===== config.mk =====
export PLATFORM = sky130hd
export DESIGN_NAME = pce_divider
export DESIGN_NICKNAME = d
export VERILOG_FILES = /design/src/rtl/pce_pkg.sv /design/src/rtl/pce_divider.sv
export SDC_FILE = /design/constraint.sdc
export NUM_CORES = 1
export LEC_CHECK = 0
export ABC_AREA = 1
export BUFFER_PORTS_ARGS = -buffer_cell sky130_fd_sc_hd__buf_4
export CORE_MARGIN = 1
export CORE_UTILIZATION = 30
export CTS_CLUSTER_SIZE = 8
export DETAILED_ROUTE_END_ITERATION = 8
export GPL_ROUTABILITY_DRIVEN = 0
export GPL_TIMING_DRIVEN = 0
export PLACE_DENSITY_LB_ADDON = 0.05
export SETUP_SLACK_MARGIN = 0.02
export SLEW_MARGIN = 20
export SYNTH_ARGS = -nofsm -noshare
export SYNTH_HDL_FRONTEND = slang
export SYNTH_SLANG_ARGS = --single-unit

===== constraint.sdc =====
create_clock -name clk -period 13.4 [get_ports clk]
set_clock_uncertainty 0.05 [all_clocks]
set_input_delay 2.68 -clock clk [delete_from_list [all_inputs] [get_ports clk]]
set_output_delay 2.68 -clock clk [all_outputs]
set_load 0.03 [all_outputs]

===== src/rtl/pce_pkg.sv =====
// Package: constants, payload structs and shared types for the capacity estimator.
package pce_pkg;

  localparam int NumPortsDef    = 16;
  localparam int CounterBitsDef = 48;
  localparam int RateBitsDef    = 40;
  localparam int PortW          = 4;
  localparam int QueueW         = 32;
  localparam int CfgIdxW        = 2;
  localparam int CfgDataW       = 32;

  localparam logic [4:0]  ShiftRst   = 5'd6;
  localparam logic [7:0]  PersistRst = 8'd3;
  localparam logic [15:0] RatioRst   = 16'd55706;
  localparam logic [31:0] BacklogRst = 32'd0;

  localparam logic [CfgIdxW-1:0] RegShift   = 2'd0;
  localparam logic [CfgIdxW-1:0] RegPersist = 2'd1;
  localparam logic [CfgIdxW-1:0] RegRatio   = 2'd2;
  localparam logic [CfgIdxW-1:0] RegBacklog = 2'd3;

  localparam logic ActRegister = 1'b0;
  localparam logic ActSample   = 1'b1;

  typedef struct packed {
    logic        action;
    logic [3:0]  port;
    logic [47:0] busy_time_ns;
    logic [47:0] departed_bytes;
    logic [31:0] queue_bytes;
    logic [39:0] nominal_rate;
  } in_beat_t;

  typedef struct packed {
    logic [3:0]  port_out;
    logic [39:0] residual_rate;
    logic        degraded;
    logic        sample_used;
  } out_beat_t;

endpackage


===== src/rtl/pce_divider.sv =====
// Bit-serial divider: floor(bytes * 8e9 / busy), saturated to the rate width.
module pce_divider #(
  parameter int CounterBits = pce_pkg::CounterBitsDef,
  parameter int RateBits    = pce_pkg::RateBitsDef
) (
  input  logic                   clk,
  input  logic                   rst,
  input  logic                   start,
  input  logic [CounterBits-1:0] bytes,
  input  logic [CounterBits-1:0] busy,
  output logic                   done,
  output logic [RateBits-1:0]    rate
);
  localparam int ScaleW = 33;
  localparam logic [ScaleW-1:0] Scale = 33'd8000000000;
  localparam int ProdW  = CounterBits + ScaleW;
  localparam int CntW   = $clog2(ProdW + 1);

  typedef enum logic [1:0] {IDLE, MUL, DIV} state_t;

  state_t                state;
  logic [ProdW-1:0]      prod;
  logic [ProdW-1:0]      mcand;
  logic [ScaleW-1:0]     mplier;
  logic [CounterBits:0]  rem;
  logic [CounterBits-1:0] divisor;
  logic [RateBits-1:0]   quot;
  logic                  sat;
  logic [CntW-1:0]       cnt;

  logic [CounterBits:0]  rem_sh;
  logic                  ge;
  logic [CounterBits:0]  rem_sub;

  assign rem_sh  = {rem[CounterBits-1:0], prod[ProdW-1]};
  assign ge      = rem_sh >= {1'b0, divisor};
  assign rem_sub = rem_sh - {1'b0, divisor};

  always_ff @(posedge clk) begin
    if (rst) begin
      state <= IDLE;
      done  <= 1'b0;
    end else begin
      case (state)
        IDLE: begin
          done <= 1'b0;
          if (start) begin
            prod    <= '0;
            mcand   <= ProdW'(bytes);
            mplier  <= Scale;
            divisor <= busy;
            rem     <= '0;
            quot    <= '0;
            sat     <= 1'b0;
            cnt     <= CntW'(ScaleW);
            state   <= MUL;
          end
        end
        MUL: begin
          done <= 1'b0;
          if (mplier[0]) prod <= prod + mcand;
          mcand  <= mcand << 1;
          mplier <= mplier >> 1;
          if (cnt == CntW'(1)) begin
            cnt   <= CntW'(ProdW);
            state <= DIV;
          end else begin
            cnt <= cnt - 1'b1;
          end
        end
        DIV: begin
          prod <= prod << 1;
          rem  <= ge ? rem_sub : rem_sh;
          if (ge && (cnt > CntW'(RateBits))) sat <= 1'b1;
          quot <= {quot[RateBits-2:0], ge};
          cnt  <= cnt - 1'b1;
          done <= (cnt == CntW'(1));
          if (cnt == CntW'(1)) begin
            state <= IDLE;
          end
        end
        default: begin
          done  <= 1'b0;
          state <= IDLE;
        end
      endcase
    end
  end

  assign rate = sat ? '1 : quot;

endmodule


; After elaboration in Yosys (flattened, before gate mapping)
; Index checks and enable logic that the tools add are counted.
[totals]
out_inout_bits = 41
ram_bits = 0
mem_bits_ro = 0
latch_bits = 0
reg_bits = 342
inputBits = 99
n_memories = 0
[op_classes]
n_eq_ne = 8
n_addsub = 3
mux = 23
shift = 0
magnitude_cmp = 2
multipliers = 0
div = 0
bitwise = 2
n_reduce_logical = 13
[op_table]
columns = operator, n
row1 = $mux 81, 3
row2 = $pmux 81 s3, 1
row3 = $pmux 81 s2, 1
row4 = $mux 48, 2
row5 = $pmux 48 s2, 1
row6 = $add 81x81->81, 1
row7 = $mux 40, 2
row8 = $pmux 40 s2, 1
row9 = $pmux 33 s2, 1
row10 = $ge 49x48->1, 1
row11 = $sub 48x48->48, 1
row12 = $mux 33, 1
row13 = $pmux 7 s3, 1
row14 = $reduce_and 3->1, 5
row15 = $mux 7, 2
row16 = $ne 2x2->1 const B, 5
row17 = $reduce_and 4->1, 2
row18 = $eq 7x1->1 const B, 1
row19 = $gt 7x6->1 const B, 1
row20 = $sub 7x1->7 const B, 1
row21 = $mux 2, 3
row22 = $pmux 2 s3, 1
row23 = $reduce_bool 2->1, 2
row24 = $reduce_bool 3->1, 1
row25 = other kinds (8), 10

; Logic depth before layout (Yosys ltp)
[depth]
word_depth = 4
depth_mapped = 17

; Worst setup path before layout
; OpenSTA, ideal clock, no wires.
[synth_timing]
path_kind = input to register
from = in start
to = reg mcand[0], enable pin
setup_time_ns = 0.624
slack_ns = 4.350
arrival_time_ns = 8.376
cell_stages = 4
n_path_buf = 0
t_required_ns = 12.726
cell_sequence = nor2_1 > nor2_1 > inv_1 > a21oi_1
[synth_between]
elab_chain_len = 2
[synth_rtl]
columns = element, line
row1 = from (decl), pce_divider.sv:8  ; input logic start,
row2 = $ne 2x2->1 (no line), n/a
row3 = $reduce_and 3->1 (no line), n/a
row4 = to (signal assigned), pce_divider.sv:49  ; mcand <= ProdW'(bytes);
row5 = to (signal assigned), pce_divider.sv:62  ; mcand <= mcand << 1;
row6 = to (decl), pce_divider.sv:23  ; logic [ProdW-1:0] mcand;
; Every way passes these cells.
; A chain may end at the register's enable or synchronous reset.

; Worst setup path in the final report
[layout_timing]
from = reg sat
to = out rate[37]
[layout_between]
elab_chain_len = 1
[layout_rtl]
columns = element, line
row1 = from (decl), pce_divider.sv:28  ; logic sat;
row2 = from (signal assigned), pce_divider.sv:54  ; sat <= 1'b0;
row3 = from (signal assigned), pce_divider.sv:74  ; if (ge && (cnt > CntW'(RateBits))) sat <= 1'b1;
row4 = $mux 40, pce_divider.sv:90  ; assign rate = sat ? '1 : quot;
row5 = to (decl), pce_divider.sv:12  ; output logic [RateBits-1:0] rate
; Every way passes these cells.

==> flow_metrics.env <==
export IMPL_status="finished, final reports clean"
export IMPL_cts_tree="yes"
export IMPL_synth_area_um2=25400
export IMPL_drc=0
export IMPL_totalWireLength_mm=88.2
export IMPL_switchingPower_mw=1.34
export IMPL_synth_distinct_cells=44
export IMPL_die_h_um=293
export IMPL_hp_class="flip-flop to flip-flop"
export IMPL_powerDensity_nw_per_um2=123
export IMPL_timing_rr_start="state[1]"
export IMPL_start_util_pct=30.4
export IMPL_num_vias=23100
export IMPL_place_port_buffers=139
export IMPL_synth_fp_nets=3952
export IMPL_synthToLayoutAreaGrowth_pct=16.7
export IMPL_final_common_cell="nand2_1"
export IMPL_p_int_mw=2.32
export IMPL_post_cts_resized=0
export IMPL_worst_pin_slew_ns=1.02
export IMPL_max_cap_viol_count=0
export IMPL_path_class="flip-flop to output pin"
export IMPL_finalCritPeriodShare_pct=34.3
export IMPL_pwr_share_clk_pct=32.0
export IMPL_synth_area_top_cells="edfxtp_1, nand2_1, inv_1"
export IMPL_ctsHoldBuffers=0
export IMPL_yosysSeqAreaShare_pct=40.2
export IMPL_synthCells=3717
export IMPL_drive_gt1_share_pct=8.35
export IMPL_setup_viol=0
export IMPL_post_cts_buffers=0
export IMPL_core_area_um2=83800
export IMPL_synthAdderAreaFrac_pct=6.75
export IMPL_synth_area_per_cell_um2=6.85
export IMPL_finalPower_mw=3.66
export IMPL_wire_per_inst_um=17.4
export IMPL_end_kind="output pin"
export IMPL_path_cells="clkbuf_1 > or2_2 > buf_4"
export IMPL_fin_nets=4157
export IMPL_sequentialPowerShare_pct=37.1
export IMPL_cp_required_ns=10.67
export IMPL_r2r_end="mcand[21]"
export IMPL_worstPathArrival_ns=1.86
export IMPL_grt_pass1_vias=23000
export IMPL_final_cell_mix="nand2_1, inv_1, nor2_1"
export IMPL_timing_hold_ws_ns=0.434
export IMPL_rsz0062_at_grt="false"
export IMPL_r2r_cells=10
export IMPL_max_slew_margin_pct=32.0
export IMPL_diodes=0
export IMPL_clock_sinks=342
export IMPL_synthMuxAreaShare_pct=0
export IMPL_leakagePower_nw=14.9
export IMPL_clock_latency_ns=0.63
export IMPL_yosys_area_share_simple_pct=33.9
export IMPL_crit_buf_inv=2
export IMPL_ant_nets=0
export IMPL_grt_max_degree=42
export IMPL_drt_iter0_markers=1401
export IMPL_clockBufferDepth=3
export IMPL_startpoint_type="flip-flop"
export IMPL_rows=106
export IMPL_switching_share_pct=36.5
export IMPL_fin_setup_tns_ns=0
export IMPL_critical_path_top_delay_family="flip-flops"
export IMPL_reg2reg_setup_slack_ns=9.87
export IMPL_irDropWorstVdd_mv=0.0929
export IMPL_hp_start="mplier[20]"
export IMPL_worstHoldPathCells=2
export IMPL_grt_pass1_wl_mm=135
export IMPL_grt_overflow=0
export IMPL_vias_per_cell=4.55
export IMPL_maxSlewViolCount=0
export IMPL_die_x_um=293
export IMPL_root_buffer="clkbuf_16"
export IMPL_comb_power_share_pct=30.8
export IMPL_dp_hpwl_mm=71.7
export IMPL_yosys_area_top_type="edfxtp_1"
export IMPL_synth_top_cell_area_share_pct=40.0
export IMPL_synth_compound_area_share_pct=6.85
export IMPL_slowest_stage="edfxtp_1"
export IMPL_ys_warn_count=0
export IMPL_grt_util_all_layers_pct=20.6
export IMPL_post_route_min_period_ns=4.59
export IMPL_synth_top_family_by_area="simple AND/OR/NAND/NOR gates"
export IMPL_synth_xor_xnor_area_share_pct=0.861
export IMPL_dieArea_um2=86000
export IMPL_antenna_found_initial=2
export IMPL_worstPathMaxFanout=10
export IMPL_cts_clk_slew_worst_paths_ns=0.05
export IMPL_cts_max_level=2
export IMPL_boundaryPins=140
export IMPL_min_to="mplier[19]"
export IMPL_numCtsBuffers=49
export IMPL_hold_viol_final=0
export IMPL_clock_fmax_ghz=0.218
export IMPL_ys_ff_latch=342
export IMPL_drt_pass1_iterations=5
export IMPL_slowest_delay_ns=0.47
[worst min-delay path, delay by kind of cell (launching register included)]
kind          cells  cell delay [ns]
buf+inv           1             0.04
flops             1             0.31
simple gates      1             0.05
[synth_stat cells (all sizes together)]
| library cell | number |
|---|---|
| a211oi | 1 |
| a21boi | 1 |
| a21o | 3 |
| a21oi | 183 |
| a32o | 10 |
| and2 | 4 |
| and3 | 3 |
| buf | 19 |
| clkbuf | 42 |
| dfxtp | 3 |
| edfxtp | 339 |
| fa | 2 |
| ha | 134 |
| inv | 697 |
| nand2 | 1444 |
| nand2b | 1 |
| nand3 | 145 |
| nand3b | 13 |
| nand4 | 39 |
| nor2 | 394 |
| nor3 | 23 |
| nor4 | 5 |
| o211ai | 1 |
| o21a | 2 |
| o21ai | 100 |
| o21bai | 18 |
| o22a | 1 |
| o22ai | 1 |
| o2bb2ai | 1 |
| or2 | 63 |
| xnor2 | 20 |
| xor2 | 5 |
[sequential cells by signal (all words and copies together), names as in the netlist]
name and flops:
done 1, state 2, sat 1, prod 81, cnt 7, quot 40
rem 48, mplier 33, divisor 48, mcand 81
[per-stage QoR]
step | cells | worst slack [ns] | util (%) | area (um2)
2_1_floorplan | 3717 | 4.35 | - | 25400
3_3_place_gp | 4990 | 0.597 | 33.3 | 27900
3_5_place_dp | 5005 | 8.27 | 33.8 | 28300
4_1_cts | 5075 | 8.71 | 35.4 | 29700
5_1_grt | 5075 | 8.68 | 35.4 | 29700
6_report | 5075 | 8.81 | 35.4 | 29700
[power by group through the flow]
stage          sequential, mW  combinational, mW  clock [mW]
2_1_floorplan            1.37              0.731           0
3_3_place_gp             1.41               1.10           0
3_5_place_dp             1.38               1.13           0
4_1_cts                  1.36               1.14        1.22
5_1_grt                  1.37               1.27        1.25
6_report                 1.36               1.13        1.17
[logic make-up after synthesis]
kind of cell	Yosys count
buffers and inverters	758
adders and majority gates	136
DFF	342
and+or+nand+nor	2134
AOI/OAI and AO/OA	322
xor gates and xnor gates	25
[layer usage]
| metal | vias to the layer above | GRT usage, % | part of all wire (%) |
|---|---|---|---|
| met2 | 407 | 36.0 | 48 |
| met3 | 109 | 2.25 | 3.6 |
| li1 | 12000 | - | - |
| met5 | - | 0 | 0 |
| met1 | 10600 | 26.8 | 46 |
| met4 | 0 | 5.50 | 2.6 |
[layout make-up]
type | instances | area [um2]
buffer | 61 | 277
clock buffer | 64 | 1280
clock inverter | 6 | 93.8
fill | 9210 | 54100
inverter | 697 | 2620
multi-input combinational | 2617 | 12400
sequential | 342 | 10200
tap | 1134 | 1420
timing repair buffer | 154 | 1420
[worst max-delay path by stage]
stage	to	depth (start not counted)	start	slack, ns
after global placement	mcand[21]	5	start	0.60
final	rate[37]	3	sat	8.81
after global routing	rate[37]	3	sat	8.68
after floorplan	mcand[0]	4	start	4.35
after detailed placement	prod[17]	7	start	8.27
after CTS	rate[37]	3	sat	8.71
Note: power is estimated with default switching activity, not from simulation.
